## src/sv/dprr_pkg.sv

```systemverilog
// ----------------------------------------------------------------------------
// dprr_pkg: shared types and constants for the distance path record/replay
// Command codes, the result item layout and reset values for the other modules.
// ----------------------------------------------------------------------------
package dprr_pkg;

  // Storage depth default (entries of the heading store)
  localparam int unsigned POINT_DEPTH_DEF = 1024;

  // Field widths
  localparam int unsigned DeltaW = 16;
  localparam int unsigned YawW   = 24;
  localparam int unsigned DistW  = 17;
  localparam int unsigned StepW  = 16;
  localparam int unsigned CountW = 10;

  // Distance accumulators saturate at all ones
  localparam logic [DistW-1:0] DIST_MAX   = {DistW{1'b1}};
  localparam logic [StepW-1:0] STEP_RESET = 16'd200;

  // Input command codes
  typedef enum logic [1:0] {
    KIND_TICK       = 2'd0,
    KIND_REC_START  = 2'd1,
    KIND_REC_STOP   = 2'd2,
    KIND_PLAY_START = 2'd3
  } kind_e;

  // One result item
  typedef struct packed {
    logic               sample_taken;
    logic [CountW-1:0]  point_count;
    logic               replaying;
    logic               recording;
    logic               zero_yaw;
    logic [YawW-1:0]    target_heading;
  } result_t;

endpackage

```

## src/sv/dprr_obuf.sv

```systemverilog
// ----------------------------------------------------------------------------
// dprr_obuf: two-entry output buffer
// Output register plus skid register; the upstream ready is a register bit.
// ----------------------------------------------------------------------------
module dprr_obuf (
  input  logic              clk_i,
  input  logic              rst_ni,
  input  logic              in_valid_i,
  output logic              in_ready_o,
  input  dprr_pkg::result_t in_data_i,
  output logic              out_valid_o,
  input  logic              out_ready_i,
  output dprr_pkg::result_t out_data_o
);
  import dprr_pkg::*;

  logic    out_valid_q, out_valid_d;
  logic    skid_valid_q, skid_valid_d;
  result_t out_q, out_d;
  result_t skid_q, skid_d;
  logic    pop, push;

  assign in_ready_o  = ~skid_valid_q;
  assign out_valid_o = out_valid_q;
  assign out_data_o  = out_q;

  // Buffer update
  always_comb begin
    pop          = out_valid_q & out_ready_i;
    push         = in_valid_i & ~skid_valid_q;
    out_valid_d  = out_valid_q;
    skid_valid_d = skid_valid_q;
    out_d        = out_q;
    skid_d       = skid_q;
    if (pop) begin
      if (skid_valid_q) begin
        out_d        = skid_q;
        skid_valid_d = 1'b0;
      end else begin
        out_valid_d = push;
        out_d       = in_data_i;
      end
    end else if (push) begin
      if (!out_valid_q) begin
        out_valid_d = 1'b1;
        out_d       = in_data_i;
      end else begin
        skid_valid_d = 1'b1;
        skid_d       = in_data_i;
      end
    end
  end

  always_ff @(posedge clk_i or negedge rst_ni) begin
    if (!rst_ni) begin
      out_valid_q  <= 1'b0;
      skid_valid_q <= 1'b0;
    end else begin
      out_valid_q  <= out_valid_d;
      skid_valid_q <= skid_valid_d;
    end
  end

  always_ff @(posedge clk_i) begin
    out_q  <= out_d;
    skid_q <= skid_d;
  end

endmodule

```

## config.mk

```make
export PLATFORM = sky130hd
export DESIGN_NAME = dprr_obuf
export DESIGN_NICKNAME = d
export VERILOG_FILES = /design/src/sv/dprr_pkg.sv /design/src/sv/dprr_obuf.sv
export SDC_FILE = /design/constraint.sdc
export NUM_CORES = 1
export LEC_CHECK = 0
export ABC_AREA = 1
export BUFFER_PORTS_ARGS = -buffer_cell sky130_fd_sc_hd__buf_4
export CAP_MARGIN = 10
export CORE_MARGIN = 4
export CORE_UTILIZATION = 49
export DETAILED_ROUTE_END_ITERATION = 8
export PLACE_DENSITY = 0.75
export SLEW_MARGIN = 20
export SYNTH_ARGS = -nofsm -noshare
export SYNTH_HDL_FRONTEND = slang
export SYNTH_SLANG_ARGS = --single-unit
```

## constraint.sdc

```tcl
create_clock -name clk_i -period 5.3 [get_ports clk_i]
set_input_delay 0 -clock clk_i [delete_from_list [all_inputs] [get_ports clk_i]]
set_output_delay 0 -clock clk_i [all_outputs]
set_load 0.01 [all_outputs]
```

== After elaboration in Yosys (flattened, before gate mapping) ==
Cells that the tools add are included.

* Flip-flop bits (word level): 78
* Output and inout bits: 40
* Logic and storage cells: 36

* Eq/ne operators: 2
* Multiplexer cells: 10
* Bitwise gates (word level): 4
* Reduce and logical (&&, ||, !) cells: 6

{| class="wikitable"
|+ Operators by type and width
! operator !! count
|-
| $mux W38 || 4
|-
| $mux W1 || 6
|-
| $reduce_and A2 Y1 || 3
|-
| $reduce_bool A2 Y1 || 2
|-
| $reduce_and A3 Y1 || 1
|-
| $and A1 B1 Y1 || 2
|-
| $ne A2 B1 Y1 const B || 1
|-
| $ne A2 B2 Y1 const B || 1
|-
| $not A1 Y1 || 2
|}

== Longest topological paths before layout ==
Gate-level depths: netlist (run 1).

* Depth in word-level cells: 4
* Depth in mapped cells: 6
* Depth with buffers taken out: 3

== Worst setup path after synthesis (run 1) ==
OpenSTA, ideal clock, no wires.

* Kind: register to register
* Start point: reg skid_valid_q
* End point: reg out_q (netlist bit out_data_o[0]), enable pin
* Setup time: 0.486 ns
* Data arrival time: 3.379 ns
* Required time: 4.814 ns
* Slack: 1.436 ns
* Stages on the path, launching flop included: 5
* Buffers on the path: 1
* Path through: dfrtp_1 -> buf_2 -> inv_1 -> nand2_1 -> o21ai_0

* Word-level cells in the longest chain between the ends: 4

{| class="wikitable"
|+ RTL lines
! what !! line !! text
|-
| start: declaration || dprr_obuf.sv:18 || <nowiki>logic skid_valid_q, skid_valid_d;</nowiki>
|-
| start signal: assignment || dprr_obuf.sv:60 || <nowiki>skid_valid_q <= skid_valid_d;</nowiki>
|-
| $not A1 Y1 || n/a ||
|-
| via in_ready_o || dprr_obuf.sv:9 || <nowiki>output logic in_ready_o,</nowiki>
|-
| $and A1 B1 Y1 || dprr_obuf.sv:30 || <nowiki>push = in_valid_i & ~skid_valid_q;</nowiki>
|-
| $reduce_bool A2 Y1 (no source line) || n/a ||
|-
| $reduce_and A2 Y1 (no source line) || n/a ||
|-
| end signal: assignment || dprr_obuf.sv:65 || <nowiki>out_q <= out_d;</nowiki>
|-
| end: declaration || dprr_obuf.sv:19 || <nowiki>result_t out_q, out_d;</nowiki>
|}

The timed path passes the listed nets, and every way through them passes these cells.
A chain may end at the register's enable or synchronous reset.

== Final worst setup path (run 1) ==
* Start point: reg out_valid_q, in the netlist out_valid_o
* End point: reg skid_q[1] (netlist name), enable pin

* Word-level cells in the longest chain between the ends: 3

{| class="wikitable"
|+ RTL lines
! what !! line !! text
|-
| start: declaration || dprr_obuf.sv:17 || <nowiki>logic out_valid_q, out_valid_d;</nowiki>
|-
| start signal: assignment || dprr_obuf.sv:59 || <nowiki>out_valid_q <= out_valid_d;</nowiki>
|-
| $and A1 B1 Y1 || dprr_obuf.sv:29 || <nowiki>pop = out_valid_q & out_ready_i;</nowiki>
|-
| $not A1 Y1 (no source line) || n/a ||
|-
| $reduce_and A3 Y1 (no source line) (*) || n/a ||
|-
| end signal: assignment || dprr_obuf.sv:66 || <nowiki>skid_q <= skid_d;</nowiki>
|-
| end: declaration || dprr_obuf.sv:20 || <nowiki>result_t skid_q, skid_d;</nowiki>
|}

Mark *: on every way between the ends. The rest lies on a longest branch, timed or not.

==> results.cfg, run 1 <==
[outcome]
status = completed

[worst_setup_path]
crit_chain = nand2_1 > nor2_4
path_depth = 2
worst_setup_path_start_kind = flip-flop
cp_top_family = simple AND/OR/NAND/NOR gates
path_class = flip-flop to flip-flop
max_stage_delay_ps = 920
worstPathArrival_ps = 2340
endpoint_kind = flip-flop
worstPathRequired_ps = 5270
crit_fanout = 45
rrSetupSlack_ps = 2920
worstRegToRegCells = 2
cp_num_buf_inv = 0
cpMaxStageDelayCell = dfrtp_2

[clocking]
cts_buffers = 9
tritoncts = built
post_cts_buffers = 0
htreeDepth = 3
clock_sinks = 78
clk_latency_ps = 340
clock-root-buffer = clkbuf_8
cts.path.max_buffers = 2
cts_resized = 0
path_clk_slew_ps = 80

[synthesis]
synth_top_area_share_pct = 75.2
synth_seq_cells = 78
avgSynthCellArea_sq_um = 13.5
yosysMostFrequentCell = nand2_1
ys_types = 12
syn_area_sq_mm = 0.00303
synth_seq_area_share_pct = 76.9
synthesis.nets = 266
yosys_warnings = 0
synthTopCellsByArea = edfxtp_1, nand2_1, nand4_1, buf_2, dfrtp_1
async_reset_ff_share_pct = 2.56
synth_ff_type = edfxtp_1
syn_inst = 224
synth_edf_count = 76
ys_top_cells_by_count = nand2_1, edfxtp_1, nand4_1
synth_top_area_cell = edfxtp_1

[sta]
worst_slew_pin_slew_ps = 1060
setup_viol = 0
timing.fmax_mhz = 421
slew_violations = 0
setup_tns_ps = 0
rsz0062_at_grt = no
fin_crit_ps = 2380
fin_skew_ps = 4.23
maxSlewHeadroom_pct = 29.2
post-route-period-util_pct = 44.9
hold_viol = 0

[worst_hold_path]
min_delay_path_depth = 4
hp-class = input port to flip-flop

[drt]
wl_per_cell_um = 15.2
vias_per_cell = 5.10
ant_nets = 0
drc = 0
first_iter_violations = 174
num_vias = 2137
first_pass_iters = 5
routed_wl_um = 6350

[floorplanning]
coreArea_sq_mm = 0.00596
initial_core_util_pct = 50.9
die_area_sq_mm = 0.00751
die-width_um = 86.7
ioPinCount = 82
fp-row-count = 28
die_h_um = 86.7

[placement]
portBuffers = 81
place_hpwl_um = 3780
gp_congestion = 0.746

[finish]
final_util_pct = 72.0
antenna_cells = 0
final_layout_size_suffix_gt1_share_pct = 29.7
synthToLayoutAreaGrowth_pct = 41.4
final_nets = 381

[global_routing]
grtUsageTotal_pct = 17.9
grt_pass1_vias = 2093
grt-ovfl-total = 0
grt_max_degree = 46
antenna_found_initial = 0
grt_pass1_wl_um = 9960

[pwr]
p_leak_nw = 1.77
peakVddDrop_v = 0.000277
power_density_mw_per_mm2 = 455

[run]
maxCapViolCount = 0
-- repair_timing --
item | CTS | global route
endpoints found under the hold margin | 79 | 0
setup endpoints to repair | 0 | 0
hold buffers | 41 | 0
-- area by class of cell --
| cell class | count | area, sq um |
|---|---|---|
| multi-input cells | 124 | 589 |
| inverters | 3 | 11.3 |
| fillers | 416 | 1670 |
| flip-flops and latches | 78 | 2330 |
| clock buffers | 9 | 124 |
| repair buffers | 123 | 1050 |
| clock inverters | 7 | 88.8 |
| well taps | 75 | 93.8 |
-- cell usage in the layout, fill, tap and decap left out, types with 2 or more instances in the layout --
| cell | count |
|---|---|
| buf_4 | 81 |
| bufinv_16 | 2 |
| clkbuf_8 | 9 |
| clkinv_2 | 2 |
| clkinvlp_4 | 2 |
| dfrtp_2 | 2 |
| dlygate4sd3_1 | 41 |
| edfxtp_1 | 76 |
| inv_1 | 3 |
| nand2_1 | 80 |
| nand4_1 | 38 |
-- tightest hold or removal path, cell delays in order --
cell     delay [ps]
buf_4           250
inv_1           120
o21ai_0          80
nand2_1          60
-- sequential cells by signal, indices dropped and copies added, names as in the netlist --
signal        flops
skid_valid_q      1
out_valid_o       1
skid_q           38
out_data_o       38
-- per-stage QoR --
step           total power [W]  instance area [sq um]  setup WS, ps  instances  hold slack, ps
5_1_grt                0.00205                   4290          2770        419             252
6_report               0.00195                   4290          2920        419             213
2_1_floorplan          0.00124                   3030          1440        224            -296
3_5_place_dp           0.00147                   3660          2950        362            -210
3_3_place_gp           0.00144                   3640          2590        361            -210
4_1_cts                0.00196                   4290          2930        419             174
-- power by group --
| group | leakage (nW) | internal (W) | switching, W |
|---|---|---|---|
| registers | 0.734 | 0.000867 | 0.000135 |
| clock network | 0.103 | 0.000262 | 0.000212 |
| logic | 0.933 | 0.000225 | 0.000249 |
| total | 1.77 | 0.00135 | 0.000597 |
-- kinds of logic (layout without fill, tap and decap cells) --
kind of cell / Yosys count / after routing / share of synthesized area [%]
and+or+nand+nor: 121 / 121 / 18.3
DFF: 78 / 78 / 76.9
buffers and inverters: 22 / 142 / 4.29
AOI/OAI and AO/OA: 3 / 3 / 0.495
-- worst paths after layout --
| path | startpoint | endpoint |
|---|---|---|
| max | out_valid_o$_DFFE_PN0P_ | skid_q[1]$_DFFE_PP_ |
| min | out_ready_i | out_valid_o$_DFFE_PN0P_ |
| max reg2reg | out_valid_o$_DFFE_PN0P_ | skid_q[1]$_DFFE_PP_ |
| min reg2reg | skid_q[35]$_DFFE_PP_ | out_data_o[35]$_DFFE_PP_ |
| max in group asynchronous | rst_ni | skid_valid_q$_DFFE_PN0P_ |
| min in group asynchronous | rst_ni | out_valid_o$_DFFE_PN0P_ |
-- layer usage --
metal,vias up,track usage [%],wire length [um]
met1,994,21.3,2530
met3,10,4.47,459
met4,0,9.07,127
met5,-,0,0
li1,1043,-,-
met2,90,30.2,3240
No activity file was read; power rests on OpenSTA's default activity.
==> run 2, diff against run 1 <==
==> constraint.sdc (replaced) <==
create_clock -name clk_i -period 2.5 [get_ports clk_i]
set_input_delay 0 -clock clk_i [delete_from_list [all_inputs] [get_ports clk_i]]
set_output_delay 0 -clock clk_i [all_outputs]
set_load 0.01 [all_outputs]
==> run 2 against run 1 <==
Die area did not move. Wire length rose by 8.1%. Clock power rose by 91%. Fmax rose by 10%. Core utilization barely moved. Critical path depth rose by 1. Via count rose by 1.8%. Hold slack got worse by 9.1 ps. Register-to-register slack got worse by 2600 ps. Cell count rose by 1.2%. Clock-buffer cell count rose by 5. Sequential share of layout area fell by 0.074 points. Critical path type unchanged. Largest power group unchanged.
==> results.cfg, run 2 (synthesis results as in run 1) <==
[outcome]
status = completed

[global_routing]
grt-ovfl-total = 0
grt_max_degree = 42
antenna_found_initial = 0
grt_pass1_vias = 2288
grtUsageTotal_pct = 19.6
grt_pass1_wl_um = 11000

[worst_setup_path]
endpoint_kind = flip-flop
cp_top_family = simple AND/OR/NAND/NOR gates
worst_path_most_repeated_cell = nand2_1
cpMaxStageDelayCell = dfrtp_1
max_stage_delay_ps = 810
crit_fanout = 38
path_depth = 3
worst_setup_path_start_kind = flip-flop
path_class = flip-flop to flip-flop
worstPathRequired_ps = 2590
worstPathArrival_ps = 2250
crit_chain = nand3_2 > nand2_1 > nand2_1
worstRegToRegCells = 3
rrSetupSlack_ps = 350
cp_num_buf_inv = 0

[finish]
instances_no_fill = 424
synthToLayoutAreaGrowth_pct = 41.4
layout_common_cells = buf_4, nand2_1, edfxtp_1, dlygate4sd3_1, nand4_1
fillers = 412
final_nets = 386
final_util_pct = 72.0
final_layout_size_suffix_gt1_share_pct = 28.9
final_common_cell = buf_4
antenna_cells = 0

[pwr]
power_w = 0.00409
p_leak_nw = 1.78
power_density_mw_per_mm2 = 953
peakVddDrop_v = 0.000458

[drt]
met1Wirelength_um = 2470
first_iter_violations = 247
routed_wl_um = 6870
first_pass_iters = 4
ant_nets = 0
num_vias = 2175
wl_per_cell_um = 16.2
drc = 0
highest_layer = met4
vias_per_cell = 5.13
wl_met3_um = 440
route.met2.wl_um = 3830

[sta]
fin_crit_ps = 2150
hold_viol = 0
setup_tns_ps = 0
slew_violations = 0
post-route-period-util_pct = 86.1
setup_viol = 0
fin_skew_ps = 9.84
maxSlewHeadroom_pct = 46.2
worst_slew_pin_slew_ps = 805
timing.fmax_mhz = 464
rsz0062_at_grt = no

[clocking]
cts_buffers = 9
clock-root-buffer = clkbuf_8
post_cts_buffers = 0
clk_latency_ps = 340
cts.path.max_buffers = 2
path_clk_slew_ps = 80
clock_sinks = 78
htreeDepth = 3
tritoncts = built

[floorplanning]
ioPinCount = 82
die_h_um = 86.7
coreArea_sq_mm = 0.00596
die-width_um = 86.7
initial_core_util_pct = 50.9
die_area_sq_mm = 0.00751
fp-row-count = 28

[placement]
place_hpwl_um = 4100
gp_congestion = 0.702
portBuffers = 81
dp.cells = 367

[worst_hold_path]
min_delay_path_depth = 4
hp-class = input port to flip-flop

[run]
maxCapViolCount = 0
## run 2: what timing repair did
item / 4_1_cts / 5_1_grt
hold buffers: 41 / 0
gates resized for setup: 0 / 0
hold endpoints to repair: 79 / 0
## run 2: per-layer routing
layer	track usage [%]	vias to the layer above
met3	3.80	10
met5	0	-
met2	34.8	83
met4	9.21	0
li1	-	1057
met1	22.7	1025
## run 2: where the power goes
| group | leakage (nW) | internal [W] | switching [W] | total [W] |
|---|---|---|---|---|
| Clock | 0.0923 | 0.000488 | 0.000419 | 0.000907 |
| Sequential | 0.736 | 0.00184 | 0.000141 | 0.00198 |
| Combinational | 0.955 | 0.000503 | 0.000698 | 0.00120 |
## run 2: final timing paths
check / endpoint / start
max in group asynchronous: skid_valid_q$_DFFE_PN0P_ / rst_ni
max reg2reg: out_data_o[24]$_DFFE_PP_ / out_valid_o$_DFFE_PN0P_
min in group asynchronous: out_valid_o$_DFFE_PN0P_ / rst_ni
min: out_valid_o$_DFFE_PN0P_ / out_ready_i
max: out_data_o[24]$_DFFE_PP_ / out_valid_o$_DFFE_PN0P_
min reg2reg: out_data_o[31]$_DFFE_PP_ / skid_q[31]$_DFFE_PP_
## run 2: area by class of cell
| type | instances | area [sq um] | share of cell area [%] |
|---|---|---|---|
| clock buffer | 14 | 153 | 3.56 |
| clock inverter | 2 | 33.8 | 0.788 |
| inverter | 3 | 11.3 | 0.263 |
| multi-input combinational | 124 | 589 | 13.7 |
| sequential | 78 | 2330 | 54.4 |
| tap | 75 | 93.8 | 2.19 |
| timing repair buffer | 128 | 1080 | 25.1 |
## run 2: worst min-delay path: stages
cell and delay [ps]:
buf_4 250, inv_1 120, o21ai_0 70, nand2_1 60
## run 2: metrics by stage
step	area (sq um)	hold WS (ps)	setup slack (ps)
3_3_place_gp	3690	-210	449
2_1_floorplan	3040	-296	316
6_report	4290	203	347
4_1_cts	4290	197	356
5_1_grt	4290	237	190
3_5_place_dp	3690	-206	370
